===== src/rtl/fsmb_pkg.sv =====
package fsmb_pkg;

  // Number of frame slots in the mailbox (2 to 16).
  localparam int SLOTS  = 3;
  localparam int SLOT_W = $clog2(SLOTS);
  localparam int CNT_W  = $clog2(SLOTS + 1);

  localparam int IDX_W  = 4;
  localparam int SEQ_W  = 64;
  localparam int DIM_W  = 13;
  localparam int PIT_W  = 16;
  localparam int DROP_W = 4;

  // Slot numbers at or above this limit are out of range.
  localparam logic [IDX_W:0] SLOT_LIMIT = (IDX_W + 1)'(SLOTS);

  // Action codes.
  localparam logic [2:0] ACT_CLAIM   = 3'd0;
  localparam logic [2:0] ACT_COMMIT  = 3'd1;
  localparam logic [2:0] ACT_ACQUIRE = 3'd2;
  localparam logic [2:0] ACT_RELEASE = 3'd3;
  localparam logic [2:0] ACT_STOP    = 3'd4;
  localparam logic [2:0] ACT_RESTART = 3'd5;

  typedef enum logic [1:0] {
    SS_FREE,
    SS_WRITING,
    SS_PUBLISHED,
    SS_READING
  } slot_state_t;

  typedef struct packed {
    logic [2:0]       action;
    logic [IDX_W-1:0] slot_index;
    logic [SEQ_W-1:0] release_sequence;
    logic [DIM_W-1:0] frame_width;
    logic [DIM_W-1:0] frame_height;
    logic [PIT_W-1:0] frame_pitch;
    logic             size_ok;
  } in_item_t;

  typedef struct packed {
    logic              done_ok;
    logic [IDX_W-1:0]  granted_slot;
    logic [SEQ_W-1:0]  granted_sequence;
    logic [DIM_W-1:0]  out_width;
    logic [DIM_W-1:0]  out_height;
    logic [PIT_W-1:0]  out_pitch;
    logic [DROP_W-1:0] dropped_count;
  } out_item_t;

  // One entry of the slot memory: sequence stamp and frame metadata.
  typedef struct packed {
    logic [SEQ_W-1:0] stamp;
    logic [DIM_W-1:0] width;
    logic [DIM_W-1:0] height;
    logic [PIT_W-1:0] pitch;
  } slot_word_t;

  typedef enum logic [2:0] {
    CS_IDLE,
    CS_DECIDE,
    CS_RD,
    CS_CMP,
    CS_DONE
  } ctrl_state_t;

  typedef struct packed {
    logic capture;
    logic rd_issue;
    logic cmp;
    logic finish;
  } ctrl_cmd_t;

  typedef struct packed {
    logic need_scan;
    logic scan_last;
    logic out_free;
  } dp_status_t;

endpackage


===== src/rtl/fsmb_ctrl.sv =====
module fsmb_ctrl
  import fsmb_pkg::*;
(
  input  logic       clk,
  input  logic       rst_n,
  input  logic       in_valid,
  output logic       in_stall,
  input  dp_status_t sts,
  output ctrl_cmd_t  cmd
);

  ctrl_state_t state_r, state_nxt;

  always_ff @(posedge clk) begin
    if (!rst_n) begin
      state_r <= CS_IDLE;
    end else begin
      state_r <= state_nxt;
    end
  end

  always_comb begin
    state_nxt = state_r;
    unique case (state_r)
      CS_IDLE: begin
        if (in_valid) state_nxt = CS_DECIDE;
      end
      CS_DECIDE: begin
        state_nxt = sts.need_scan ? CS_RD : CS_DONE;
      end
      CS_RD: begin
        state_nxt = CS_CMP;
      end
      CS_CMP: begin
        state_nxt = sts.scan_last ? CS_DONE : CS_RD;
      end
      CS_DONE: begin
        if (sts.out_free) state_nxt = CS_IDLE;
      end
      default: state_nxt = CS_IDLE;
    endcase
  end

  always_comb begin
    in_stall     = (state_r != CS_IDLE);
    cmd.capture  = (state_r == CS_IDLE) && in_valid;
    cmd.rd_issue = (state_r == CS_RD);
    cmd.cmp      = (state_r == CS_CMP);
    cmd.finish   = (state_r == CS_DONE) && sts.out_free;
  end

endmodule


===== src/rtl/fsmb_dp.sv =====
module fsmb_dp
  import fsmb_pkg::*;
(
  input  logic       clk,
  input  logic       rst_n,
  input  in_item_t   in_data,
  input  ctrl_cmd_t  cmd,
  output dp_status_t sts,
  output logic       out_valid,
  input  logic       out_stall,
  output out_item_t  out_data
);

  in_item_t          item_r;
  slot_state_t       status_r [SLOTS];
  slot_state_t       status_nxt [SLOTS];
  logic              halted_r, halted_nxt;
  logic [SEQ_W-1:0]  next_stamp_r, next_stamp_nxt;

  slot_word_t        slot_mem_r [SLOTS];
  slot_word_t        rd_word_r;
  logic [SLOT_W-1:0] rd_addr;

  logic [SLOT_W-1:0] cnt_r;
  slot_word_t        best_word_r;
  logic [SLOT_W-1:0] best_idx_r;
  logic              best_found_r;
  logic              rel_match_r;

  logic              out_valid_r;
  out_item_t         out_data_r;
  out_item_t         result;

  logic [SLOTS-1:0]  is_free, is_writing, is_pub, is_reading;
  logic [SLOTS-1:0]  sel_idx, sel_cnt, sel_pick;
  logic              any_free;
  logic [SLOT_W-1:0] free_idx;
  logic [SLOT_W-1:0] pick;
  logic              idx_in_range;
  logic              idx_writing, idx_reading, cnt_pub;
  logic              claim_ok, commit_hit, acquire_ok, release_ok;
  logic              better;
  logic [CNT_W-1:0]  pub_cnt;
  logic              mem_write;

  // Per-slot decode of the status registers, the slot index and the scan counter.
  always_comb begin
    for (int i = 0; i < SLOTS; i++) begin
      is_free[i]    = (status_r[i] == SS_FREE);
      is_writing[i] = (status_r[i] == SS_WRITING);
      is_pub[i]     = (status_r[i] == SS_PUBLISHED);
      is_reading[i] = (status_r[i] == SS_READING);
      sel_idx[i]    = (item_r.slot_index == IDX_W'(i));
      sel_cnt[i]    = (cnt_r == SLOT_W'(i));
    end
  end

  always_comb begin
    free_idx = '0;
    for (int i = SLOTS - 1; i >= 0; i--) begin
      if (is_free[i]) free_idx = SLOT_W'(i);
    end
  end

  assign any_free     = |is_free;
  assign idx_in_range = ({1'b0, item_r.slot_index} < SLOT_LIMIT);
  assign idx_writing  = |(sel_idx & is_writing);
  assign idx_reading  = |(sel_idx & is_reading);
  assign cnt_pub      = |(sel_cnt & is_pub);
  assign pub_cnt      = CNT_W'($countones(is_pub));

  assign claim_ok   = !halted_r && item_r.size_ok && (any_free || best_found_r);
  assign commit_hit = idx_in_range && idx_writing;
  assign acquire_ok = best_found_r;
  assign release_ok = idx_in_range && idx_reading && rel_match_r;

  assign pick = (item_r.action == ACT_CLAIM && any_free) ? free_idx : best_idx_r;

  always_comb begin
    for (int i = 0; i < SLOTS; i++) begin
      sel_pick[i] = (pick == SLOT_W'(i));
    end
  end

  always_comb begin
    sts.scan_last = (item_r.action == ACT_RELEASE) || (cnt_r == SLOT_W'(SLOTS - 1));
    sts.out_free  = !out_valid_r || !out_stall;
    unique case (item_r.action)
      ACT_CLAIM:   sts.need_scan = !halted_r && item_r.size_ok && !any_free;
      ACT_ACQUIRE: sts.need_scan = 1'b1;
      ACT_RELEASE: sts.need_scan = idx_in_range;
      default:     sts.need_scan = 1'b0;
    endcase
  end

  // Scan compare: oldest Published stamp for a claim, newest for an acquire.
  always_comb begin
    if (item_r.action == ACT_CLAIM) begin
      better = cnt_pub && (!best_found_r || (rd_word_r.stamp < best_word_r.stamp));
    end else begin
      better = cnt_pub && (rd_word_r.stamp > best_word_r.stamp);
    end
  end

  assign rd_addr = (item_r.action == ACT_RELEASE) ? item_r.slot_index[SLOT_W-1:0] : cnt_r;

  always_ff @(posedge clk) begin
    if (cmd.rd_issue) rd_word_r <= slot_mem_r[rd_addr];
  end

  assign mem_write = cmd.finish && (item_r.action == ACT_COMMIT) && commit_hit && !halted_r;

  always_ff @(posedge clk) begin
    if (mem_write) begin
      slot_mem_r[item_r.slot_index[SLOT_W-1:0]] <= '{
        stamp:  next_stamp_r,
        width:  item_r.frame_width,
        height: item_r.frame_height,
        pitch:  item_r.frame_pitch
      };
    end
  end

  always_ff @(posedge clk) begin
    if (cmd.capture) item_r <= in_data;
  end

  always_ff @(posedge clk) begin
    if (!rst_n) begin
      cnt_r        <= '0;
      best_found_r <= 1'b0;
    end else if (cmd.capture) begin
      cnt_r        <= '0;
      best_found_r <= 1'b0;
    end else if (cmd.cmp) begin
      cnt_r <= cnt_r + SLOT_W'(1);
      if (better) best_found_r <= 1'b1;
    end
  end

  always_ff @(posedge clk) begin
    if (cmd.capture) begin
      best_word_r.stamp <= '0;
    end else if (cmd.cmp) begin
      rel_match_r <= (rd_word_r.stamp == item_r.release_sequence);
      if (better) begin
        best_word_r <= rd_word_r;
        best_idx_r  <= cnt_r;
      end
    end
  end

  // State update and result of the finished operation.
  always_comb begin
    status_nxt     = status_r;
    halted_nxt     = halted_r;
    next_stamp_nxt = next_stamp_r;
    result         = '0;
    unique case (item_r.action)
      ACT_CLAIM: begin
        if (claim_ok) begin
          for (int i = 0; i < SLOTS; i++) begin
            if (sel_pick[i]) status_nxt[i] = SS_WRITING;
          end
          result.done_ok       = 1'b1;
          result.granted_slot  = IDX_W'(pick);
          result.dropped_count = any_free ? '0 : DROP_W'(1);
        end
      end
      ACT_COMMIT: begin
        if (commit_hit) begin
          for (int i = 0; i < SLOTS; i++) begin
            if (sel_idx[i]) status_nxt[i] = halted_r ? SS_FREE : SS_PUBLISHED;
          end
          if (!halted_r) begin
            next_stamp_nxt = next_stamp_r + SEQ_W'(1);
            result.done_ok = 1'b1;
          end
        end
      end
      ACT_ACQUIRE: begin
        if (acquire_ok) begin
          for (int i = 0; i < SLOTS; i++) begin
            if (sel_pick[i]) begin
              status_nxt[i] = SS_READING;
            end else if (is_pub[i]) begin
              status_nxt[i] = SS_FREE;
            end
          end
          result.done_ok          = 1'b1;
          result.granted_slot     = IDX_W'(pick);
          result.granted_sequence = best_word_r.stamp;
          result.out_width        = best_word_r.width;
          result.out_height       = best_word_r.height;
          result.out_pitch        = best_word_r.pitch;
          result.dropped_count    = DROP_W'(pub_cnt - CNT_W'(1));
        end
      end
      ACT_RELEASE: begin
        if (release_ok) begin
          for (int i = 0; i < SLOTS; i++) begin
            if (sel_idx[i]) status_nxt[i] = SS_FREE;
          end
          result.done_ok = 1'b1;
        end
      end
      ACT_STOP: begin
        halted_nxt     = 1'b1;
        result.done_ok = 1'b1;
      end
      ACT_RESTART: begin
        for (int i = 0; i < SLOTS; i++) begin
          status_nxt[i] = SS_FREE;
        end
        halted_nxt     = 1'b0;
        next_stamp_nxt = SEQ_W'(1);
        result.done_ok = 1'b1;
      end
      default: begin
      end
    endcase
  end

  always_ff @(posedge clk) begin
    if (!rst_n) begin
      for (int i = 0; i < SLOTS; i++) begin
        status_r[i] <= SS_FREE;
      end
      halted_r     <= 1'b0;
      next_stamp_r <= SEQ_W'(1);
    end else if (cmd.finish) begin
      status_r     <= status_nxt;
      halted_r     <= halted_nxt;
      next_stamp_r <= next_stamp_nxt;
    end
  end

  always_ff @(posedge clk) begin
    if (!rst_n) begin
      out_valid_r <= 1'b0;
    end else if (cmd.finish) begin
      out_valid_r <= 1'b1;
    end else if (!out_stall) begin
      out_valid_r <= 1'b0;
    end
  end

  always_ff @(posedge clk) begin
    if (cmd.finish) out_data_r <= result;
  end

  assign out_valid = out_valid_r;
  assign out_data  = out_data_r;

endmodule


===== src/rtl/frame_slot_mailbox_unit.sv =====
// Control side of a frame mailbox with SLOTS frame slots.
// An operation (claim, commit, acquire, release, stop or restart) enters on the
// in_ channel and is transferred when in_valid is high and in_stall is low.
// Every operation gives exactly one result, transferred on the out_ channel
// when out_valid is high and out_stall is low.
// A commit, stop, restart, and a claim that finds a Free slot or fails its
// checks go straight from the decision to the result; a release with an
// in-range slot number takes one read and compare step; an acquire, or a
// claim that must overwrite the oldest Published slot, scans the slot memory
// one slot per read and compare step.
// One operation is worked on at a time; the next is taken in the idle state
// that follows the loading of the result into the output register.
// A waiting result does not hold up the next operation until that one is
// finished; it then waits in the controller while out_stall stays high.
// After reset all slots are Free, the stop flag is clear and the next
// sequence number is one; a restart operation has the same effect.
module frame_slot_mailbox_unit
  import fsmb_pkg::*;
(
  input  logic      clk,
  input  logic      rst_n,
  input  logic      in_valid,
  output logic      in_stall,
  input  in_item_t  in_data,
  output logic      out_valid,
  input  logic      out_stall,
  output out_item_t out_data
);

  // Commands from the controller and status back from the datapath.
  ctrl_cmd_t  cmd;
  dp_status_t sts;

  // The controller sequences capture, optional memory scan and finish.
  fsmb_ctrl u_ctrl (
    .clk      (clk),
    .rst_n    (rst_n),
    .in_valid (in_valid),
    .in_stall (in_stall),
    .sts      (sts),
    .cmd      (cmd)
  );

  // The datapath holds slot status, slot memory, counters and the output register.
  fsmb_dp u_dp (
    .clk       (clk),
    .rst_n     (rst_n),
    .in_data   (in_data),
    .cmd       (cmd),
    .sts       (sts),
    .out_valid (out_valid),
    .out_stall (out_stall),
    .out_data  (out_data)
  );

endmodule


===== config.mk =====
export PLATFORM = sky130hd
export DESIGN_NAME = frame_slot_mailbox_unit
export DESIGN_NICKNAME = d
export VERILOG_FILES = /design/src/rtl/fsmb_pkg.sv /design/src/rtl/fsmb_ctrl.sv /design/src/rtl/fsmb_dp.sv /design/src/rtl/frame_slot_mailbox_unit.sv
export SDC_FILE = /design/constraint.sdc
export NUM_CORES = 1
export LEC_CHECK = 0
export ABC_AREA = 1
export BUFFER_PORTS_ARGS = -buffer_cell sky130_fd_sc_hd__buf_2
export CORE_ASPECT_RATIO = 1.4
export CORE_MARGIN = 1.5
export CORE_UTILIZATION = 50
export CTS_CLUSTER_SIZE = 28
export DETAILED_ROUTE_END_ITERATION = 7
export PLACE_DENSITY = 0.71
export RECOVER_POWER = 100
export REMOVE_ABC_BUFFERS = 1
export SLEW_MARGIN = 30
export SYNTH_ARGS = -nofsm -noshare
export SYNTH_HDL_FRONTEND = slang
export SYNTH_SLANG_ARGS = --single-unit

===== constraint.sdc =====
create_clock -name clk -period 10.8 [get_ports clk]
set_input_delay 0 -clock clk [delete_from_list [all_inputs] [get_ports clk]]
set_output_delay 0 -clock clk [all_outputs]
set_load 0.02 [all_outputs]

# ---- Yosys cells after proc, flatten, opt, wreduce, memory -nomap -nowiden
# Memories as Yosys holds them, arrays and structs flattened. A register that Yosys moved wholly into a read port is not among the register bits.
# Cells that the tools add are included.
# Widths: inputs -> output; s select.
dict set report classes {
  n_addsub 5
  multipliers 0
  n_div 0
  order_cmp 3
  eq_ne 45
  shifts 0
  mux 51
  bitwise 5
  reduce_logical 51
}
# cell n
set op_table {}
lappend op_table {{$mux 64} 2}
lappend op_table {{$pmux 64 s2} 1}
lappend op_table {{$mux 115} 1}
lappend op_table {{$add 64x1->64 const B} 1}
lappend op_table {{$eq 64x64->1} 1}
lappend op_table {{$gt 64x64->1} 1}
lappend op_table {{$lt 64x64->1} 1}
lappend op_table {{$mux 2} 21}
lappend op_table {{$ne 2x1->1 const B} 15}
lappend op_table {{$pmux 6 s5} 1}
lappend op_table {{$reduce_and 10->1} 3}
lappend op_table {{$mux 6} 4}
lappend op_table {{$eq 2x2->1 const B} 8}
lappend op_table {{$pmux 4 s2} 2}
lappend op_table {{$pmux 3 s5} 1}
lappend op_table {{$logic_and 1x1->1} 14}
lappend op_table {{$eq 3x2->1 const B} 4}
lappend op_table {{$mux 3} 4}
lappend op_table {{$reduce_or 3->1} 4}
lappend op_table {{$eq 2x1->1 const B} 5}
lappend op_table {{$logic_not 2->1} 5}
lappend op_table {{$reduce_and 2->1} 5}
lappend op_table {{$and 3x3->3} 3}
lappend op_table {{$eq 3x3->1 const B} 3}
lappend op_table {{other kinds (27)} 50}
dict set report totals {
  reg_bits 416
  latchBits 0
  mem_bits_rw 318
  rom_bits 0
  input_bits 118
  out_inout_bits 117
  elab_cells 190
  mem_count 1
}
# memory words width read_ports rd_clocked_by_memory_dff wr line_no
set memory_table {}
lappend memory_table {u_dp.slot_mem_r 3 106 1 1 1 fsmb_dp.sv:20} ;# slot_word_t slot_mem_r [SLOTS];

# ---- Longest topological paths before layout
dict set report logic_depth {
  depth_word 9
  mapped_depth 22
  mapped_depth_nobuf 20
}

# ---- Hierarchy
# Synthesis repeated with hierarchy kept, for this count alone.
dict set report unflattened {
  cells_unflattened 2977
  area_unflattened_um2 34090.2
}
# module instances cells_per_inst area_per_inst_um2 seq_area_each_um2
set modules_own_cells {}
lappend modules_own_cells {fsmb_dp 1 2945 33895.0 23652.7}
lappend modules_own_cells {fsmb_ctrl 1 32 195.2 60.1}

# ---- Worst setup path after synthesis
# Ideal clock, no wire load.
dict set report synth_timing {
  path_type {register -> register}
  start {register u_ctrl.state_r[0]}
  end {memory u_dp.slot_mem_r[1][0] (netlist bit) (enable)}
  setup_ps 702
  arrival_time_ps 10539
  required_time_ps 10098
  path_slack_ps -441
  path_stages_with_launch 8
  path_buffers 0
  synth_period_minus_slack_ps 11241
  cell_sequence {dfxtp_1 > inv_1 > nand2_1 > nor2_1 > nand2_1 > inv_1 > nand3_1 > nor3_1}
}
# item line_no
set synth_rtl {}
lappend synth_rtl {{from (decl)} fsmb_ctrl.sv:12} ;# ctrl_state_t state_r, state_nxt;
lappend synth_rtl {{from (signal assigned)} fsmb_ctrl.sv:18} ;# state_r <= state_nxt;
lappend synth_rtl {{to (decl)} fsmb_dp.sv:20}

==> reports/metrics.yaml <==
final.setup_skew_ns: 0.0260
grt_max_degree: 95
drv_cap: 17
post_drt_wl_per_cell_um: 19.3
total_power_uw: 6670
insertion_delay_ns: 0.65
ant_nets: 0
mostFrequentLayoutCells: "edfxtp_1, nand2_1, nor2_1, inv_1, clkbuf_1"
synth_edf_count: 695
tns_ns: 0
cp_max_fo: 60
syn-cell-area_um2: 34100
start_util_pct: 50.4
hold_path_class: "primary input to register"
num_rows: 113
die_area_um2: 69700
cts.sinks: 837
dp_hpwl_mm: 54.2
areaGrowthSynthToFinish_pct: 16.3
ys.flop_type: "edfxtp_1"
postCtsSetupBuffers: 0
critPathCaptureType: "register"
relSlewSlack_pct: -189
cts_tree: "done"
violations: "max-capacitance violations, max-slew violations"
antenna_found_initial: 0
leakage_uw: 0.0145
cts_buffer_depth: 3
critical_path_buf_inv_count: 3
cts_buffers: 79
holdBufCountCts: 117
fp.dieH_um: 312
synthCells: 2986
portBuffers: 232
critical_path.cell_chain: "nand2_1 > nor2_1 > nand2_1 > clkinvlp_2 > nand3_1 > nor3_1 > clkbuf_1 > buf_4"
peakVddDrop_mv: 0.117
grt_first_pass_wirelength_mm: 124
drt-total-wl_mm: 82.5
start_kind: "register"
yosys.area.top_type: "edfxtp_1"
cts-resized-gates: 0
worstPathArrival_ns: 6.72
status: "finished with violations"
drv_slew: 896
num_vias: 22700
grt_use_total_pct: 23.4
antenna_cells: 0
synth.distinct_cells: 48
power_density_nw_per_um2: 168
grt_pass1_vias: 21500
io_pins: 235
cp_slowest_cell: "clkbuf_1"
synth-seq-area-share_pct: 69.6
fin_crit_sh_pct: 59.9
layout_commonest_cell: "edfxtp_1"
htree_num_levels: 3
core_area_um2: 67600
async_flop_share_pct: 0
slowest_delay_ns: 2.21
ys_top_cells_by_area: "edfxtp_1, dfxtp_1, nand2_1, nor2_1, inv_1"
drt_iter0_markers: 1953
clkTransAtPathRegs_ns: 0.06
period_minus_slack_ns: 6.47
fillers: 5544
cts_root_buf: "clkbuf_16"
hold_viol: 0
required_ns: 11.05
route.detailed.drc: 0
final_nets: 3526
die_x_um: 224
avgSynthCellArea_um2: 11.4
yosysWarnings: 0
gp_congestion: 0.976
crit_top_cell: "nand2_1"
drive_gt1_share_pct: 7.90
first_pass_iters: 6
worstMarginPinSlew_ns: 4.34
fmax_ghz: 0.155
gr-total-overflow: 0
cp_top_family: "buffers and inverters"
finalSetupViolations: 0
rsz0062_at_grt: "no"
viasPerCell: 5.32
ys_ff_latch: 837
synth_top_area_share_pct: 61.2
worstSetupPathType: "register to register"
-- cells by family after synthesis --
| logic type | after synthesis | synth area share [%] |
|---|---|---|
| and+or+nand+nor | 1280 | 15.8 |
| xor gates and xnor gates | 70 | 1.80 |
| AOI/OAI and AO/OA | 329 | 5.51 |
| buffers and inverters | 398 | 4.66 |
| DFF | 837 | 69.6 |
| other | 1 | 0.0110 |
| adders and majority gates | 71 | 2.61 |
-- worst register-to-register path, delay by kind of cell, from the launching register on --
| kind | cells | cell delay [ns] |
|---|---|---|
| flops | 1 | 0.39 |
| simple gates | 5 | 1.05 |
| buf+inv | 3 | 4.55 |
-- through the flow --
| stage | std cells | util [%] | instance area [um^2] | hold WS, ns | worst slack, ns |
|---|---|---|---|---|---|
| after floorplan | 2878 | - | 33600 | 0.0986 | -0.441 |
| after global placement | 3996 | 53.4 | 36100 | 0.178 | 6.80 |
| after detailed placement | 3998 | 53.4 | 36100 | 0.178 | 6.82 |
| after CTS | 4262 | 59.1 | 39900 | 0.0252 | 6.81 |
| after global routing | 4265 | 58.6 | 39600 | 0.0475 | 3.79 |
| final | 4265 | 58.6 | 39600 | 0.0634 | 4.33 |
-- Yosys cell counts (all sizes together), types with 7 or more instances --
cell and instances:
a31oi 108, nand4 51, o21ai 30, nor2 469
dfxtp 142, xor2 24, o21a 7, nand3 129
xnor2 46, clkbuf 38, nor4 12, or2 12
nor3 51, buf 71, nand2 548, edfxtp 695
ha 71, a21oi 161, inv 287
-- worst paths after layout --
check | startpoint | to | slack, ns | cells after the start
worst max-delay path | u_ctrl.state_r[2] | u_dp.slot_mem_r[1][98] | 4.33 | 8
worst min-delay path | in_data[35] | u_dp.item_r[35] | 0.06 | 2
worst min register to register | u_dp.rd_word_r[37] | u_dp.best_word_r[37] | 0.42 | 0
worst max register to register | u_ctrl.state_r[2] | u_dp.slot_mem_r[1][98] | 4.33 | 8
-- state kept, by name, indices dropped and copies added, names as in the netlist --
register           flops
u_dp.acquire_ok        1
u_dp.status_r          6
u_ctrl.state_r         3
u_dp.rd_word_r       106
u_dp.slot_mem_r      318
u_dp.next_stamp_r     64
u_dp.best_word_r     106
u_dp.halted_r          1
u_dp.rel_match_r       1
u_dp.item_r          114
u_dp.out_data        112
u_dp.cnt_r             2
u_dp.best_idx_r        2
u_dp.out_valid         1
-- report_power, final --
group	internal (uW)	leakage, uW	total, uW	switching [uW]
registers	3550	0.00791	3590	37.7
clock network	1600	0.00128	2800	1200
logic	102	0.00529	281	179
-- area by class of cell --
class,count,area [um^2],area share (%)
Clock buffer,106,2140,5.40
Clock inverter,41,479,1.21
Inverter,289,1090,2.75
Multi-Input combinational cell,1752,8740,22.1
Sequential cell,837,23700,59.9
Tap cell,862,1080,2.72
Timing Repair Buffer,378,2380,6.00
-- layer usage --
| metal | global-route usage, % | share of wire [%] | vias to the layer above |
|---|---|---|---|
| met5 | 0 | 0 | - |
| met2 | 41.9 | 52 | 694 |
| met1 | 28.8 | 39 | 10900 |
| met3 | 3.10 | 5.1 | 169 |
| li1 | - | - | 11000 |
| met4 | 8.88 | 3.5 | 0 |
Note: power is estimated with default switching activity, not from simulation.
